<file path="src/rtl/audio_peak_normalizer_macros.svh">
// Assertion shorthands shared by the RTL of the peak normalizer.
// Every property is clocked on i_clk and is off while i_rst_n is low.
`ifndef AUDIO_PEAK_NORMALIZER_MACROS_SVH
`define AUDIO_PEAK_NORMALIZER_MACROS_SVH

// Same-cycle implication.
`define APN_ASSERT_NOW(label, ante, cons, msg) \
    label: assert property (@(posedge i_clk) disable iff (!i_rst_n) \
        (ante) |-> (cons)) else $error(msg);

// Next-cycle implication.
`define APN_ASSERT_NEXT(label, ante, cons, msg) \
    label: assert property (@(posedge i_clk) disable iff (!i_rst_n) \
        (ante) |=> (cons)) else $error(msg);

`endif

</file>
<file path="src/rtl/apn_pkg.sv">
`timescale 1ns / 1ps
`default_nettype none

package apn_pkg;

    // Default sample width and the fixed width of the target register.
    localparam int DEF_SAMPLE_BITS = 16;
    localparam int TARGET_BITS     = 15;
    localparam int CFG_DATA_BITS   = 15;
    localparam int CFG_INDEX_BITS  = 1;
    localparam int QUEUE_DEPTH     = 2;

    localparam logic [TARGET_BITS-1:0] TARGET_RESET = 15'h7FFF;

    // Item opcodes.
    localparam logic OP_MEASURE = 1'b0;
    localparam logic OP_SCALE   = 1'b1;

    // Configuration register indexes.
    localparam logic [CFG_INDEX_BITS-1:0] CFG_ENABLE = 1'b0;
    localparam logic [CFG_INDEX_BITS-1:0] CFG_TARGET = 1'b1;

    // Status of the queue between the front and back parts.
    typedef struct packed {
        logic full;
        logic empty;
    } t_q_flags;

    typedef enum logic [1:0] {
        ST_IDLE,
        ST_MUL,
        ST_DIV,
        ST_DONE
    } t_back_state;

endpackage

`default_nettype wire

</file>
<file path="src/rtl/apn_front.sv">
`timescale 1ns / 1ps
`default_nettype none

// Input stage: takes a request, splits the sample into sign and magnitude and
// offers the classified item to the queue.
module apn_front #(
    parameter int SAMPLE_BITS = apn_pkg::DEF_SAMPLE_BITS
) (
    input  wire logic                   i_clk,
    input  wire logic                   i_rst_n,
    input  wire logic                   i_valid,
    output logic                        o_stall,
    input  wire logic                   i_opcode,
    input  wire logic [SAMPLE_BITS-1:0] i_sample,
    input  wire logic                   i_last,
    input  wire apn_pkg::t_q_flags      i_q_flags,
    output logic                        o_push,
    output logic [SAMPLE_BITS+2:0]      o_item
);

    logic                   r_valid;
    logic                   n_valid;
    logic                   r_opcode;
    logic                   r_last;
    logic                   r_neg;
    logic [SAMPLE_BITS-1:0] r_mag;
    logic                   w_accept;
    logic                   w_neg;
    logic [SAMPLE_BITS-1:0] w_mag;

    assign o_stall  = r_valid && i_q_flags.full;
    assign o_push   = r_valid && !i_q_flags.full;
    assign w_accept = i_valid && !o_stall;

    // The most negative sample wraps to 2^(SAMPLE_BITS-1), which is its true magnitude.
    assign w_neg = i_sample[SAMPLE_BITS-1];
    assign w_mag = w_neg ? (~i_sample + SAMPLE_BITS'(1)) : i_sample;

    assign o_item = {r_opcode, r_last, r_neg, r_mag};

    always_comb begin
        n_valid = r_valid;
        if (w_accept) begin
            n_valid = 1'b1;
        end else if (o_push) begin
            n_valid = 1'b0;
        end
    end

    always_ff @(posedge i_clk) begin
        if (!i_rst_n) begin
            r_valid <= 1'b0;
        end else begin
            r_valid <= n_valid;
        end
    end

    always_ff @(posedge i_clk) begin
        if (w_accept) begin
            r_opcode <= i_opcode;
            r_last   <= i_last;
            r_neg    <= w_neg;
            r_mag    <= w_mag;
        end
    end

endmodule

`default_nettype wire

</file>
<file path="src/rtl/apn_queue.sv">
`timescale 1ns / 1ps
`default_nettype none

// Small first-in first-out queue of classified items.
module apn_queue #(
    parameter int WIDTH = apn_pkg::DEF_SAMPLE_BITS + 3,
    parameter int DEPTH = apn_pkg::QUEUE_DEPTH
) (
    input  wire logic             i_clk,
    input  wire logic             i_rst_n,
    input  wire logic             i_push,
    input  wire logic [WIDTH-1:0] i_data,
    input  wire logic             i_pop,
    output logic      [WIDTH-1:0] o_data,
    output apn_pkg::t_q_flags     o_flags
);

    localparam int AW = (DEPTH > 1) ? $clog2(DEPTH) : 1;
    localparam int CW = $clog2(DEPTH + 1);

    logic [WIDTH-1:0] r_slot [DEPTH];
    logic [AW-1:0]    r_wr_ptr;
    logic [AW-1:0]    r_rd_ptr;
    logic [CW-1:0]    r_count;
    logic             w_do_push;
    logic             w_do_pop;

    assign o_flags.full  = (r_count == CW'(DEPTH));
    assign o_flags.empty = (r_count == '0);
    assign w_do_push     = i_push && !o_flags.full;
    assign w_do_pop      = i_pop && !o_flags.empty;
    assign o_data        = r_slot[r_rd_ptr];

    always_ff @(posedge i_clk) begin
        if (!i_rst_n) begin
            r_wr_ptr <= '0;
            r_rd_ptr <= '0;
            r_count  <= '0;
        end else begin
            if (w_do_push) begin
                r_wr_ptr <= (r_wr_ptr == AW'(DEPTH - 1)) ? '0 : r_wr_ptr + AW'(1);
            end
            if (w_do_pop) begin
                r_rd_ptr <= (r_rd_ptr == AW'(DEPTH - 1)) ? '0 : r_rd_ptr + AW'(1);
            end
            case ({w_do_push, w_do_pop})
                2'b10:   r_count <= r_count + CW'(1);
                2'b01:   r_count <= r_count - CW'(1);
                default: r_count <= r_count;
            endcase
        end
    end

    always_ff @(posedge i_clk) begin
        if (w_do_push) begin
            r_slot[r_wr_ptr] <= i_data;
        end
    end

endmodule

`default_nettype wire

</file>
<file path="src/rtl/apn_back.sv">
`timescale 1ns / 1ps
`default_nettype none

`include "audio_peak_normalizer_macros.svh"

// Execution part: keeps the peak, multiplies by the target, divides by the peak
// one quotient bit per cycle and holds the result in the output register.
module apn_back #(
    parameter int SAMPLE_BITS = apn_pkg::DEF_SAMPLE_BITS
) (
    input  wire logic                              i_clk,
    input  wire logic                              i_rst_n,
    input  wire logic                              i_cfg_we,
    input  wire logic [apn_pkg::CFG_INDEX_BITS-1:0] i_cfg_index,
    input  wire logic [apn_pkg::CFG_DATA_BITS-1:0]  i_cfg_data,
    input  wire logic [SAMPLE_BITS+2:0]            i_item,
    input  wire apn_pkg::t_q_flags                 i_q_flags,
    output logic                                   o_pop,
    output logic                                   o_valid,
    input  wire logic                              i_stall,
    output logic [SAMPLE_BITS-1:0]                 o_scaled_sample,
    output logic                                   o_last_out,
    output logic                                   o_zero_peak
);

    localparam int SB     = SAMPLE_BITS;
    localparam int TGT_W  = (SB > apn_pkg::TARGET_BITS) ? SB : apn_pkg::TARGET_BITS;
    localparam int PROD_W = SB + TGT_W;
    localparam int CNT_W  = $clog2(PROD_W);

    localparam logic [SB-1:0] HALF     = SB'(1) << (SB - 1);
    localparam logic [SB-1:0] HALF_M1  = HALF - SB'(1);

    apn_pkg::t_back_state r_state;
    apn_pkg::t_back_state n_state;

    logic                             r_enable;
    logic [apn_pkg::TARGET_BITS-1:0]  r_target;
    logic [SB-1:0]                    r_peak;
    logic [SB-1:0]                    n_peak;
    logic                             r_out_valid;
    logic                             n_out_valid;

    logic [SB-1:0]     r_mag;
    logic [SB-1:0]     n_mag;
    logic [TGT_W-1:0]  r_tgt;
    logic [TGT_W-1:0]  n_tgt;
    logic [SB-1:0]     r_den;
    logic [SB-1:0]     n_den;
    logic              r_neg;
    logic              n_neg;
    logic              r_last;
    logic              n_last;
    logic [PROD_W-1:0] r_acc;
    logic [PROD_W-1:0] n_acc;
    logic [SB-1:0]     r_rem;
    logic [SB-1:0]     n_rem;
    logic [CNT_W-1:0]  r_cnt;
    logic [CNT_W-1:0]  n_cnt;
    logic [SB-1:0]     r_out_sample;
    logic [SB-1:0]     n_out_sample;
    logic              r_out_last;
    logic              n_out_last;
    logic              r_out_zero;
    logic              n_out_zero;

    logic          w_is_scale;
    logic          w_is_last;
    logic          w_item_neg;
    logic [SB-1:0] w_item_mag;
    logic [SB:0]   w_rem_sh;
    logic [SB:0]   w_den_ext;
    logic          w_ge;
    logic [SB:0]   w_rem_diff;
    logic          w_over_pos;
    logic          w_over_neg;
    logic [SB-1:0] w_mag_sat;
    logic [SB-1:0] w_result;
    logic          w_zero;
    logic          w_out_free;

    assign w_is_scale = (i_item[SB+2] == apn_pkg::OP_SCALE);
    assign w_is_last  = i_item[SB+1];
    assign w_item_neg = i_item[SB];
    assign w_item_mag = i_item[SB-1:0];

    assign o_pop      = (r_state == apn_pkg::ST_IDLE) && !i_q_flags.empty;
    assign w_out_free = !r_out_valid || !i_stall;

    // One restoring division step: for a nonzero divisor the remainder stays below the divisor.
    assign w_rem_sh   = {r_rem, r_acc[PROD_W-1]};
    assign w_den_ext  = {1'b0, r_den};
    assign w_ge       = (w_rem_sh >= w_den_ext);
    assign w_rem_diff = w_rem_sh - w_den_ext;

    // Saturate the quotient to the signed sample range and apply the sign.
    assign w_over_pos = |r_acc[PROD_W-1:SB-1];
    assign w_over_neg = (|r_acc[PROD_W-1:SB]) || (r_acc[SB-1] && (|r_acc[SB-2:0]));
    always_comb begin
        if (r_neg) begin
            w_mag_sat = w_over_neg ? HALF : r_acc[SB-1:0];
        end else begin
            w_mag_sat = w_over_pos ? HALF_M1 : r_acc[SB-1:0];
        end
    end
    assign w_result = r_neg ? (~w_mag_sat + SB'(1)) : w_mag_sat;
    assign w_zero   = (r_den == '0);

    always_comb begin
        n_state      = r_state;
        n_peak       = r_peak;
        n_out_valid  = r_out_valid && i_stall;
        n_mag        = r_mag;
        n_tgt        = r_tgt;
        n_den        = r_den;
        n_neg        = r_neg;
        n_last       = r_last;
        n_acc        = r_acc;
        n_rem        = r_rem;
        n_cnt        = r_cnt;
        n_out_sample = r_out_sample;
        n_out_last   = r_out_last;
        n_out_zero   = r_out_zero;
        unique case (r_state)
            apn_pkg::ST_IDLE: begin
                if (o_pop) begin
                    if (!w_is_scale) begin
                        if (w_item_mag > r_peak) begin
                            n_peak = w_item_mag;
                        end
                    end else begin
                        n_mag  = w_item_mag;
                        n_neg  = w_item_neg;
                        n_last = w_is_last;
                        n_den  = r_peak;
                        n_tgt  = r_enable ? TGT_W'(r_target) : TGT_W'(r_peak);
                        if (w_is_last) begin
                            n_peak = '0;
                        end
                        n_state = apn_pkg::ST_MUL;
                    end
                end
            end
            apn_pkg::ST_MUL: begin
                n_acc   = PROD_W'(r_mag) * PROD_W'(r_tgt);
                n_rem   = '0;
                n_cnt   = CNT_W'(PROD_W - 1);
                n_state = apn_pkg::ST_DIV;
            end
            apn_pkg::ST_DIV: begin
                n_acc = {r_acc[PROD_W-2:0], w_ge};
                n_rem = w_ge ? w_rem_diff[SB-1:0] : w_rem_sh[SB-1:0];
                if (r_cnt == '0) begin
                    n_state = apn_pkg::ST_DONE;
                end else begin
                    n_cnt = r_cnt - CNT_W'(1);
                end
            end
            apn_pkg::ST_DONE: begin
                if (w_out_free) begin
                    n_out_valid  = 1'b1;
                    n_out_sample = w_zero ? '0 : w_result;
                    n_out_last   = r_last;
                    n_out_zero   = w_zero;
                    n_state      = apn_pkg::ST_IDLE;
                end
            end
            default: begin
                n_state = apn_pkg::ST_IDLE;
            end
        endcase
    end

    always_ff @(posedge i_clk) begin
        if (!i_rst_n) begin
            r_state     <= apn_pkg::ST_IDLE;
            r_peak      <= '0;
            r_out_valid <= 1'b0;
            r_enable    <= 1'b0;
            r_target    <= apn_pkg::TARGET_RESET;
        end else begin
            r_state     <= n_state;
            r_peak      <= n_peak;
            r_out_valid <= n_out_valid;
            if (i_cfg_we) begin
                unique case (i_cfg_index)
                    apn_pkg::CFG_ENABLE: r_enable <= i_cfg_data[0];
                    apn_pkg::CFG_TARGET: r_target <= i_cfg_data[apn_pkg::TARGET_BITS-1:0];
                    default:             r_enable <= r_enable;
                endcase
            end
        end
    end

    always_ff @(posedge i_clk) begin
        r_mag        <= n_mag;
        r_tgt        <= n_tgt;
        r_den        <= n_den;
        r_neg        <= n_neg;
        r_last       <= n_last;
        r_acc        <= n_acc;
        r_rem        <= n_rem;
        r_cnt        <= n_cnt;
        r_out_sample <= n_out_sample;
        r_out_last   <= n_out_last;
        r_out_zero   <= n_out_zero;
    end

    assign o_valid         = r_out_valid;
    assign o_scaled_sample = r_out_sample;
    assign o_last_out      = r_out_last;
    assign o_zero_peak     = r_out_zero;

    `APN_ASSERT_NEXT(a_last_clears_peak, o_pop && w_is_scale && w_is_last, r_peak == '0, "peak not cleared by last scale request")
    `APN_ASSERT_NEXT(a_peak_monotone, !(o_pop && w_is_scale && w_is_last), r_peak >= $past(r_peak), "peak dropped without a last scale request")
    `APN_ASSERT_NEXT(a_div_starts, r_state == apn_pkg::ST_MUL, r_state == apn_pkg::ST_DIV && r_cnt == CNT_W'(PROD_W - 1), "division did not start with a full count")
    `APN_ASSERT_NOW(a_zero_peak_output, r_out_valid && r_out_zero, r_out_sample == '0, "zero peak result carries a nonzero sample")

endmodule

`default_nettype wire

</file>
<file path="src/rtl/audio_peak_normalizer.sv">
`timescale 1ns / 1ps
`default_nettype none

// Two-pass peak normalizer for signed audio samples. Measure requests (opcode 0) update the
// running peak magnitude and produce no output; scale requests (opcode 1) each produce one
// output equal to sample * target / peak, truncated toward zero and saturated to the sample
// range, where the target is target_peak when normalize_enable is set and the peak itself
// otherwise (an exact copy). A zero peak forces the output to 0 and raises zero_peak, and a
// scale request marked last clears the peak once it has been used. An input stage and a
// two-entry queue decouple the input handshake from the execution part, so requests are
// taken while a result still waits on a stalled output. In the execution part a scale request
// is fetched from the queue, multiplied by the target, divided by the peak in the bit-serial
// restoring divider and loaded into the output register once that register is free; no new
// request is fetched from the queue until then. Configuration must be written only while the
// block is idle; the block itself does not enforce this.
module audio_peak_normalizer #(
    parameter int SAMPLE_BITS = apn_pkg::DEF_SAMPLE_BITS
) (
    input  wire logic                               i_clk,
    input  wire logic                               i_rst_n,
    // Configuration write port.
    input  wire logic                               i_cfg_we,
    input  wire logic [apn_pkg::CFG_INDEX_BITS-1:0] i_cfg_index,
    input  wire logic [apn_pkg::CFG_DATA_BITS-1:0]  i_cfg_data,
    // Input request channel.
    input  wire logic                               i_valid,
    output logic                                    o_stall,
    input  wire logic                               i_opcode,
    input  wire logic signed [SAMPLE_BITS-1:0]      i_sample,
    input  wire logic                               i_last,
    // Result request channel.
    output logic                                    o_valid,
    input  wire logic                               i_stall,
    output logic signed [SAMPLE_BITS-1:0]           o_scaled_sample,
    output logic                                    o_last_out,
    output logic                                    o_zero_peak
);

    localparam int ITEM_W = SAMPLE_BITS + 3;

    // Classified requests travel as {opcode, last, sign, magnitude}.
    logic              w_push;
    logic              w_pop;
    logic [ITEM_W-1:0] w_front_item;
    logic [ITEM_W-1:0] w_queue_item;
    apn_pkg::t_q_flags w_q_flags;

    apn_front #(
        .SAMPLE_BITS (SAMPLE_BITS)
    ) u_front (
        .i_clk     (i_clk),
        .i_rst_n   (i_rst_n),
        .i_valid   (i_valid),
        .o_stall   (o_stall),
        .i_opcode  (i_opcode),
        .i_sample  (i_sample),
        .i_last    (i_last),
        .i_q_flags (w_q_flags),
        .o_push    (w_push),
        .o_item    (w_front_item)
    );

    apn_queue #(
        .WIDTH (ITEM_W),
        .DEPTH (apn_pkg::QUEUE_DEPTH)
    ) u_queue (
        .i_clk   (i_clk),
        .i_rst_n (i_rst_n),
        .i_push  (w_push),
        .i_data  (w_front_item),
        .i_pop   (w_pop),
        .o_data  (w_queue_item),
        .o_flags (w_q_flags)
    );

    // The execution part owns the configuration registers and the peak.
    apn_back #(
        .SAMPLE_BITS (SAMPLE_BITS)
    ) u_back (
        .i_clk           (i_clk),
        .i_rst_n         (i_rst_n),
        .i_cfg_we        (i_cfg_we),
        .i_cfg_index     (i_cfg_index),
        .i_cfg_data      (i_cfg_data),
        .i_item          (w_queue_item),
        .i_q_flags       (w_q_flags),
        .o_pop           (w_pop),
        .o_valid         (o_valid),
        .i_stall         (i_stall),
        .o_scaled_sample (o_scaled_sample),
        .o_last_out      (o_last_out),
        .o_zero_peak     (o_zero_peak)
    );

endmodule

`default_nettype wire
</file>
<file path="config.mk">
export PLATFORM = sky130hd
export DESIGN_NAME = audio_peak_normalizer
export DESIGN_NICKNAME = d
export VERILOG_FILES = /design/src/rtl/apn_pkg.sv /design/src/rtl/apn_front.sv /design/src/rtl/apn_queue.sv /design/src/rtl/apn_back.sv /design/src/rtl/audio_peak_normalizer.sv
export VERILOG_INCLUDE_DIRS = /design/src /design/src/rtl
export SDC_FILE = /design/constraint.sdc
export NUM_CORES = 1
export LEC_CHECK = 0
export ABC_AREA = 0
export BUFFER_PORTS_ARGS = -buffer_cell sky130_fd_sc_hd__buf_2
export CORE_MARGIN = 4
export CORE_UTILIZATION = 35
export CTS_CLUSTER_DIAMETER = 80
export CTS_CLUSTER_SIZE = 10
export DETAILED_ROUTE_END_ITERATION = 7
export SYNTH_ARGS = -nofsm -noshare
export SYNTH_HDL_FRONTEND = slang
export SYNTH_HIERARCHICAL = 1
export SYNTH_SLANG_ARGS = --single-unit
</file>
<file path="constraint.sdc">
create_clock -name i_clk -period 13 [get_ports i_clk]
set_clock_uncertainty 0.2 [all_clocks]
set_input_delay 2.6 -clock i_clk [delete_from_list [all_inputs] [get_ports i_clk]]
set_output_delay 2.6 -clock i_clk [all_outputs]
set_load 0.005 [all_outputs]
</file>
==> results.cfg, run 1 <==
[place]
place_inst = 2602
io_buffers = 58
pre_cts_slack_ns = 6.25
post-dp-hpwl_um = 35100
place_congestion = 0.862

[die]
die_w_um = 243
pin_count = 59
start_util_pct = 35.6
core_area_um2 = 54200
row_count = 85
die_area_um2 = 59000
die_y_um = 243

[timing]
rsz0062_at_grt = false
slew_viol_final = 0
fmax_mhz = 148
fin_ws_ns = 6.24
worst_pin_slew_ns = 1.29
hold_viol = 0
timing.setup.tns_ns = 0
post-route-period-util_pct = 52.0
finalSetupViolCount = 0
fin_crit_ns = 6.76
relSlewSlack_pct = 13.9

[clock_network]
cts.sinks = 219
clock_latency_ns = 0.55
clk_pin_slew_ns = 0.06
post_cts_resized = 0
hold_buffers = 0
cts.path.max_buffers = 3
h-tree-depth = 1
cts_setup_buffers = 0
cts-root-buf = clkbuf_16
numCtsBuffers = 26
cts_tree = yes

[routing]
ant_nets = 0
viasPerCell = 5.09
wl_per_cell_um = 17.0
drtIter0Drc = 908
vias = 13477
drt_pass1_iterations = 5
post-route-drc-count = 0
routed_wl_um = 45100

[final_layout]
final_cells = 2650
drive_gt1_share_pct = 8.44
fillerInstances = 5361
final_common_cell = inv_1
nets = 2312
seq_area_um2 = 6170
multi_input_area_um2 = 11700
area_delta_synth_final_pct = 8.34
insertedDiodeCount = 0
mostFrequentLayoutCells = inv_1, nand2_1, fa_1

[critical_path]
crit_path_start_kind = register
cp_cell_sequence = and2_1 -> fa_1 -> inv_1 -> fa_1 -> inv_1 -> fa_1 -> fa_1 -> fa_1 -> inv_1 -> fa_1 -> inv_1 -> ha_1 -> and3_2 -> and2_1 -> a221oi_1 -> o21ai_1 -> a21oi_2 -> o41ai_1 -> a41o_1
critPathMaxStageDelay_ns = 0.69
worst-setup-path-type = reg -> reg
required_ns = 13.10
cpMostUsedCell = fa_1
crit_arrival_ns = 6.86
path_max_fanout = 16
endpoint_kind = register
cpMaxStageDelayCell = edfxtp_1

[global_routing]
overflow = 0
met3_usage_pct = 2.15
grt_max_degree = 68
grt.busiest_layer = met2
grt_pass1_vias = 14012
met2_usage_pct = 25.4
grt_pass1_wl_um = 74000
use_met1_pct = 20.7
grt_use_total_pct = 15.3
antenna_found_initial = 0

[synthesis]
yosysUniqueCellTypes = 90
syn_nets = 2302
yosysWarnings = 6
synthFlopType = edfxtp_1
synth_top_area_cell = edfxtp_1
syn_avg_cell_area_um2 = 10.0
ys_async_sr_fraction_pct = 0
ys_seq_elements = 219
ys_seq_area_share_pct = 31.9
syn_inst = 1924
synth_top_area_share_pct = 27.7
ys_top_cells_by_area = edfxtp_1, fa_1, ha_1
synth_area_um2 = 19300
synth_edf_count = 178

[run_status]
outcome = complete, no violations

[run]
maxCapViolations = 0

[worst_hold_path]
hold_path.class = reg -> reg
## per-stage QoR
stage / cell area, um2 / hold WS (ns) / utilization (%)
after floorplan: 19300 / 0.200 / -
after CTS: 20900 / 0.230 / 38.6
final: 20900 / 0.223 / 38.6
after detailed placement: 20100 / 0.212 / 37.1
after global routing: 20900 / 0.240 / 38.6
after global placement: 20100 / 0.211 / 37.1
## critical path: cells and delay by family (launching register included)
kind | cells | cell delay, ns
buffers and inverters | 4 | 0.23
AOI/OAI and AO/OA | 5 | 1.18
adders and majority gates | 7 | 3.52
DFF | 1 | 0.69
and+or+nand+nor | 3 | 0.68
## worst paths after layout
kind                                       to  slack, ns                        from  cells after the start
setup / recovery   u_back/r_acc[28]$_DFFE_PP_       6.24  u_back/r_mag[12]$_DFFE_PP_                     19
hold / removal    u_back/o_last_out$_DFFE_PP_       0.22     u_back/r_last$_DFFE_PP_                      0
setup reg to reg   u_back/r_acc[28]$_DFFE_PP_       6.24  u_back/r_mag[12]$_DFFE_PP_                     19
hold reg to reg   u_back/o_last_out$_DFFE_PP_       0.22     u_back/r_last$_DFFE_PP_                      0
## cells in the mapped netlist, types with 7 or more instances
cell type  count
clkbuf_1      60
edfxtp_1     178
mux2_2        27
o21ai_0       94
or3_1         17
nand2_1      251
o21a_1        14
nand2b_1      12
nor2_1        50
nand4_1       13
inv_1        281
xnor2_1       34
nor3_1        20
o21bai_1       8
nand3_1       41
fa_1         195
xor2_1        12
a21o_1        20
nor2b_1       29
ha_1         144
dfxtp_1       41
and2_1       122
a211oi_1      12
a21oi_1       77
a31oi_1        7
mux2i_1       22
nor4_1         9
and3_1         9
## per-layer routing
metal  part of all wire, %  routed length [um]  vias to the layer above
met5                     0                   0                        -
met4                   3.9                1770                        0
met3                   4.4                1990                       78
met2                    47               21100                      330
met1                    45               20200                     6631
li1                      -                   -                     6438
## state kept, by name (all words and copies together), names as in the netlist, 16 cells and up, named ones only
name,count
u_front/r_mag,16
u_back/o_scaled_sample,16
u_back/r_den,16
u_back/r_mag,16
u_back/r_rem,16
u_queue/r_slot,38
u_back/r_tgt,16
u_back/r_peak,16
u_back/r_acc,32
## layout make-up
class	instances	area share, %
Sequential cell	219	29.5
Clock inverter	3	0.430
Inverter	283	5.07
Timing Repair Buffer	64	1.60
Multi-Input combinational cell	1340	55.8
Tap cell	696	4.16
Clock buffer	45	3.50
## cell families (layout without fill, tap and decap cells)
group                    after synthesis  after routing  share of synthesized area (%)
buffers and inverters                365            395                           7.75
AND/OR/NAND/NOR                      597            597                           15.4
adder cells (fa/ha/maj)              339            339                           29.5
XOR/XNOR                              46             46                           2.08
AO/OA/AOI/OAI                        309            309                           10.7
multiplexers                          49             49                           2.71
flip-flops                           219            219                           31.9
Power of run 1 is not shown: default switching activity piles up to over one toggle a cycle in this logic, so the estimate is an artifact.
==> inputs of run 2 (changes only) <==
- ABC_AREA: 0 -> 1
- clock period: 13 -> 6.25 ns (I/O delays scaled with it)
==> run 2 against run 1 <==
  * Utilization rose by 1.1 points
  * Setup slack got worse by 6.0 ns
  * Sequential share of layout area fell by 1.4 points
==> results.cfg, run 2 <==
[run_status]
outcome = complete, no violations

[final_layout]
insertedDiodeCount = 0
mostFrequentLayoutCells = nand2_1, inv_1, fa_1
area_delta_synth_final_pct = 12.1
nets = 2748
reg_top3 = u_queue/r_slot (38), u_back/r_acc (32)
largest-register = u_queue/r_slot
drive_gt1_share_pct = 12.0
final_common_cell = nand2_1
largest_reg_flops = 38
final_cells = 3139

[place]
place_congestion = 0.931
place_inst = 3052
io_buffers = 58
post-dp-hpwl_um = 38400
pre_cts_slack_ns = -0.0187

[critical_path]
worst-setup-path-type = reg -> reg
crit_arrival_ns = 6.09
required_ns = 6.34
path_max_fanout = 7
crit_path_start_kind = register
endpoint_kind = register

[clock_network]
cts.sinks = 219
cts-root-buf = clkbuf_16
clock_latency_ns = 0.56
cts.path.max_buffers = 3
clk_pin_slew_ns = 0.06
hold_buffers = 0
h-tree-depth = 1
cts_tree = yes
numCtsBuffers = 27

[synthesis]
yosysUniqueCellTypes = 53
ys_seq_area_share_pct = 31.5
syn_nets = 2670
yosys-top-cells-count = nand2_1, inv_1, fa_1
synth_area_um2 = 19600
muxShareOfSynthArea_pct = 1.28
ys_seq_elements = 219
yosysWarnings = 6
synth_top_area_share_pct = 27.3
synthFlopType = edfxtp_1
ys_top_cells_by_area = edfxtp_1, fa_1, nand2_1
synth_xor_area_share_pct = 1.25
syn_inst = 2292
synth_top_family_by_area = adder cells
synth_compound_area_share_pct = 6.34
synth.most_common_cell = nand2_1
ys_async_sr_fraction_pct = 0
synthAdderAreaFrac_pct = 29.1
synth_edf_count = 178
synth_top_area_cell = edfxtp_1
synth-simple-area-share_pct = 19.0
syn_avg_cell_area_um2 = 8.55

[timing]
fin_crit_ns = 6.00
relSlewSlack_pct = 30.7
post-route-period-util_pct = 96.0
hold_viol = 0
worst_pin_slew_ns = 1.04
fmax_mhz = 167
rsz0062_at_grt = true
fin_ws_ns = 0.249
finalSetupViolCount = 0
slew_viol_final = 0

[routing]
viasPerCell = 4.74
drt_pass1_iterations = 5
drtIter0Drc = 691
ant_nets = 0
vias = 14885
post-route-drc-count = 0
wl_per_cell_um = 15.0
routed_wl_um = 47000

[global_routing]
grt_pass1_vias = 15380
grt_max_degree = 52
grt_use_total_pct = 15.9
overflow = 0
grt_pass1_wl_um = 77700
antenna_found_initial = 0

[die]
start_util_pct = 35.4
pin_count = 59
die_area_um2 = 59900
die_w_um = 245
core_area_um2 = 55300
row_count = 86
die_y_um = 245

[worst_hold_path]
hold_path.class = reg -> reg

[run]
maxCapViolations = 0
==> run 2: cell count changes after synthesis, sizes merged, moves of 29 or more <==
| cell | delta |
|---|---|
| nor2 | +91 |
| nor2b | -29 |
| nand3 | +68 |
| nand2 | +328 |
| inv | +198 |
| and2 | -122 |
==> run 2: repair_timing <==
action                                  4_1_cts  5_1_grt
endpoints found under the setup margin        1       17
hold endpoints to repair                      0        0
resized for setup                             0       23
buffers inserted                              2       35
pin swaps                                     0        3
==> run 2: through the flow <==
stage	TNS [ns]	cell area, um2	utilization (%)	hold slack [ns]
global route	-0.140	22000	39.7	0.247
floorplan	0	19600	-	0.200
detailed placement	-0.0187	20800	37.6	0.230
finish	0	22000	39.7	0.241
global placement	-0.00343	20800	37.6	0.223
CTS	0	21600	39.1	0.242
==> run 2: cell type report <==
class,count,area [um2]
clock buffers,47,791
clock inverters,3,36.3
fillers,5586,33300
inverters,483,1810
multi-input cells,1492,11300
flip-flops and latches,219,6170
well taps,748,936
repair buffers,147,978
==> run 2: critical path: stages (launching register included) <==
cell and delay [ns]:
edfxtp_1 0.48, buf_6 0.17, nand2_1 0.07, fa_1 0.50, inv_1 0.06, fa_1 0.52, fa_1 0.57, fa_1 0.54
fa_1 0.54, inv_1 0.05, fa_1 0.52, inv_1 0.04, ha_2 0.36, nand2_1 0.13, inv_1 0.12, nand2_1 0.09
nor2_1 0.16, nand4_1 0.10, nand3_1 0.18, a21oi_2 0.08, xor2_1 0.15, o21ai_0 0.10
==> run 2: worst paths after layout <==
path                                     to  slack [ns]  cells past startpoint                  startpoint
max reg2reg      u_back/r_acc[31]$_DFFE_PP_        0.25                     21   u_back/r_mag[5]$_DFFE_PP_
min          u_queue/r_slot[0][5]$_DFFE_PP_        0.24                      0  u_front/r_mag[5]$_DFFE_PP_
min reg2reg  u_queue/r_slot[0][5]$_DFFE_PP_        0.24                      0  u_front/r_mag[5]$_DFFE_PP_
max              u_back/r_acc[31]$_DFFE_PP_        0.25                     21   u_back/r_mag[5]$_DFFE_PP_
==> run 2: cell families after synthesis <==
| family | after synthesis |
|---|---|
| adders and majority gates | 339 |
| buffers and inverters | 581 |
| and+or+nand+nor | 879 |
| DFF | 219 |
| muxes | 19 |
| AOI/OAI and AO/OA | 227 |
| xor gates and xnor gates | 28 |
==> run 2: layer usage <==
metal / track usage, % / wire [um]
met5: 0 / 0
met4: 5.74 / 1900
met3: 1.85 / 1660
met2: 28.5 / 23500
met1: 19.8 / 20000
Power of run 2 is left out for the same reason.
==> inputs of run 3 (changes only) <==
- RECOVER_POWER: default -> 50
==> run 3 against run 2 <==
  * The flow now finishes with violations (capacitance limit, slew limit)
  * Worst hold slack is essentially flat
  * Register-to-register slack is essentially flat
  * Via count is essentially flat
  * Maximum frequency shrank 0.23%
  * Sequential share of layout area grew 0.10 points
  * Largest cell class unchanged
==> results.cfg, run 3 (synthesis results as in run 2) <==
[critical_path]
cpMostUsedCell = fa_1
worst-r2r-cell-count = 21
r2r_slack_ns = 0.24
crit_arrival_ns = 6.10
required_ns = 6.34
path_max_fanout = 7
crit_family = adder cells
cp_cell_sequence = buf_6 -> nand2_1 -> fa_1 -> inv_1 -> fa_1 -> fa_1 -> fa_1 -> fa_1 -> inv_1 -> fa_1 -> inv_1 -> ha_2 -> nand2_1 -> inv_1 -> nand2_1 -> nor2_1 -> nand4_1 -> nand3_1 -> a21oi_2 -> xor2_1 -> o21ai_0
r2r_start = u_back/r_mag[5]$_DFFE_PP_
critPathMaxStageDelay_ns = 0.57
crit_start = u_back/r_mag[5]$_DFFE_PP_
path_buf_inv = 5
cp_num_cells = 21
endpoint_kind = register
cpMaxStageDelayCell = fa_1
crit_path_start_kind = register
worst-setup-path-type = reg -> reg
crit_path_end = u_back/r_acc[31]$_DFFE_PP_
worstReg2RegEnd = u_back/r_acc[31]$_DFFE_PP_

[place]
post-dp-hpwl_um = 38400
place_inst = 3052
place_congestion = 0.931
io_buffers = 58

[clock_network]
cts.sinks = 219
clk_pin_slew_ns = 0.06
h-tree-depth = 1
numCtsBuffers = 27
clock_latency_ns = 0.56
cts.path.max_buffers = 3
cts-root-buf = clkbuf_16
hold_buffers = 0
cts_tree = yes

[die]
start_util_pct = 35.4
pin_count = 59
die_area_um2 = 59900
die_y_um = 245
row_count = 86
die_w_um = 245
core_area_um2 = 55300

[timing]
finalSetupViolCount = 0
worst_pin_slew_ns = 2.90
fin_crit_ns = 6.01
relSlewSlack_pct = -93.2
rsz0062_at_grt = true
post-route-period-util_pct = 96.2
hold_viol = 0
slew_viol_final = 60
fmax_mhz = 166

[global_routing]
grt_use_total_pct = 15.9
antenna_found_initial = 0
overflow = 0
grt_pass1_vias = 15380
grt_max_degree = 52
grt_pass1_wl_um = 77700

[final_layout]
drive_gt1_share_pct = 11.0
area_delta_synth_final_pct = 11.7
final_cells = 3139
nets = 2748
largest-register = u_queue/r_slot
reg_top3 = u_queue/r_slot (38), u_back/r_acc (32)
fillerInstances = 5605
final_common_cell = nand2_1
mostFrequentLayoutCells = nand2_1, inv_1, fa_1
insertedDiodeCount = 0
largest_reg_flops = 38

[worst_hold_path]
hold_path.class = reg -> reg

[routing]
wl_per_cell_um = 15.0
drt_pass1_iterations = 5
viasPerCell = 4.75
post-route-drc-count = 0
ant_nets = 0
vias = 14899
drtIter0Drc = 788
routed_wl_um = 47000

[run]
maxCapViolations = 2

[run_status]
violations = capacitance limit, slew limit
outcome = finished with violations
-- run 3: cell types whose count changed in the layout (fill, tap and decap cells not counted) --
| cell | change |
|---|---|
| a21oi_1 | +1 |
| a21oi_2 | -1 |
| buf_2 | -4 |
| buf_4 | -4 |
| clkbuf_1 | +8 |
| mux2_1 | +10 |
| mux2_4 | -10 |
| nand2_1 | +1 |
| nand2_2 | -1 |
| nor2_1 | +1 |
| nor2_2 | -1 |
| nor4_1 | +1 |
| nor4_4 | -1 |
-- run 3: worst min path at each step --
stage / startpoint / to / cells after the start
finish: u_front/r_neg$_DFFE_PP_ / u_queue/r_slot[0][16]$_DFFE_PP_ / 0
global route: u_front/r_mag[12]$_DFFE_PP_ / u_queue/r_slot[1][12]$_DFFE_PP_ / 0
CTS: u_front/r_mag[5]$_DFFE_PP_ / u_queue/r_slot[0][5]$_DFFE_PP_ / 0
detailed placement: u_front/r_mag[11]$_DFFE_PP_ / u_queue/r_slot[0][11]$_DFFE_PP_ / 0
global placement: u_front/r_mag[12]$_DFFE_PP_ / u_queue/r_slot[0][12]$_DFFE_PP_ / 0
floorplan: u_back/r_last$_DFFE_PP_ / u_back/o_last_out$_DFFE_PP_ / 0
-- run 3: what timing repair did --
action | 4_1_cts | 5_1_grt
endpoints found under the setup margin | 1 | 17
buffers inserted | 2 | 35
resized for setup | 0 | 23
endpoints found under the hold margin | 0 | 0
pin swaps | 0 | 3
-- run 3: layer usage --
layer / track usage (%) / share of wire [%] / up-vias
li1: - / - / 7250
met1: 19.8 / 42 / 7232
met2: 28.5 / 50 / 317
met3: 1.85 / 3.9 / 100
met4: 5.74 / 3.9 / 0
met5: 0 / 0 / -
-- run 3: worst reg2reg max path, stage by stage (launching register included) --
cell      delay, ns
edfxtp_1       0.48
buf_6          0.18
nand2_1        0.07
fa_1           0.50
inv_1          0.06
fa_1           0.52
fa_1           0.57
fa_1           0.54
fa_1           0.54
inv_1          0.05
fa_1           0.52
inv_1          0.04
ha_2           0.36
nand2_1        0.13
inv_1          0.12
nand2_1        0.09
nor2_1         0.16
nand4_1        0.10
nand3_1        0.18
a21oi_2        0.08
xor2_1         0.15
o21ai_0        0.11
-- run 3: area by class of cell --
class / instances / area, um2 / area share, %
multi-input combinational: 1492 / 11200 / 51.1
sequential: 219 / 6170 / 28.2
clock inverter: 3 / 36.3 / 0.166
clock buffer: 47 / 791 / 3.61
timing repair buffer: 147 / 958 / 4.38
inverter: 483 / 1810 / 8.29
tap: 748 / 936 / 4.27
-- run 3: metrics by stage --
stage / worst slack, ns / utilization (%) / setup TNS, ns / hold slack (ns) / instance area [um2]
3_5_place_dp: -0.0187 / 37.6 / -0.0187 / 0.230 / 20800
3_3_place_gp: -0.00343 / 37.6 / -0.00343 / 0.223 / 20800
5_1_grt: -0.0694 / 39.6 / -0.140 / 0.247 / 21900
2_1_floorplan: 0.234 / - / 0 / 0.200 / 19600
6_report: 0.236 / 39.6 / 0 / 0.241 / 21900
4_1_cts: 0.0203 / 39.1 / 0 / 0.242 / 21600
Power of run 3 is left out for the same reason.
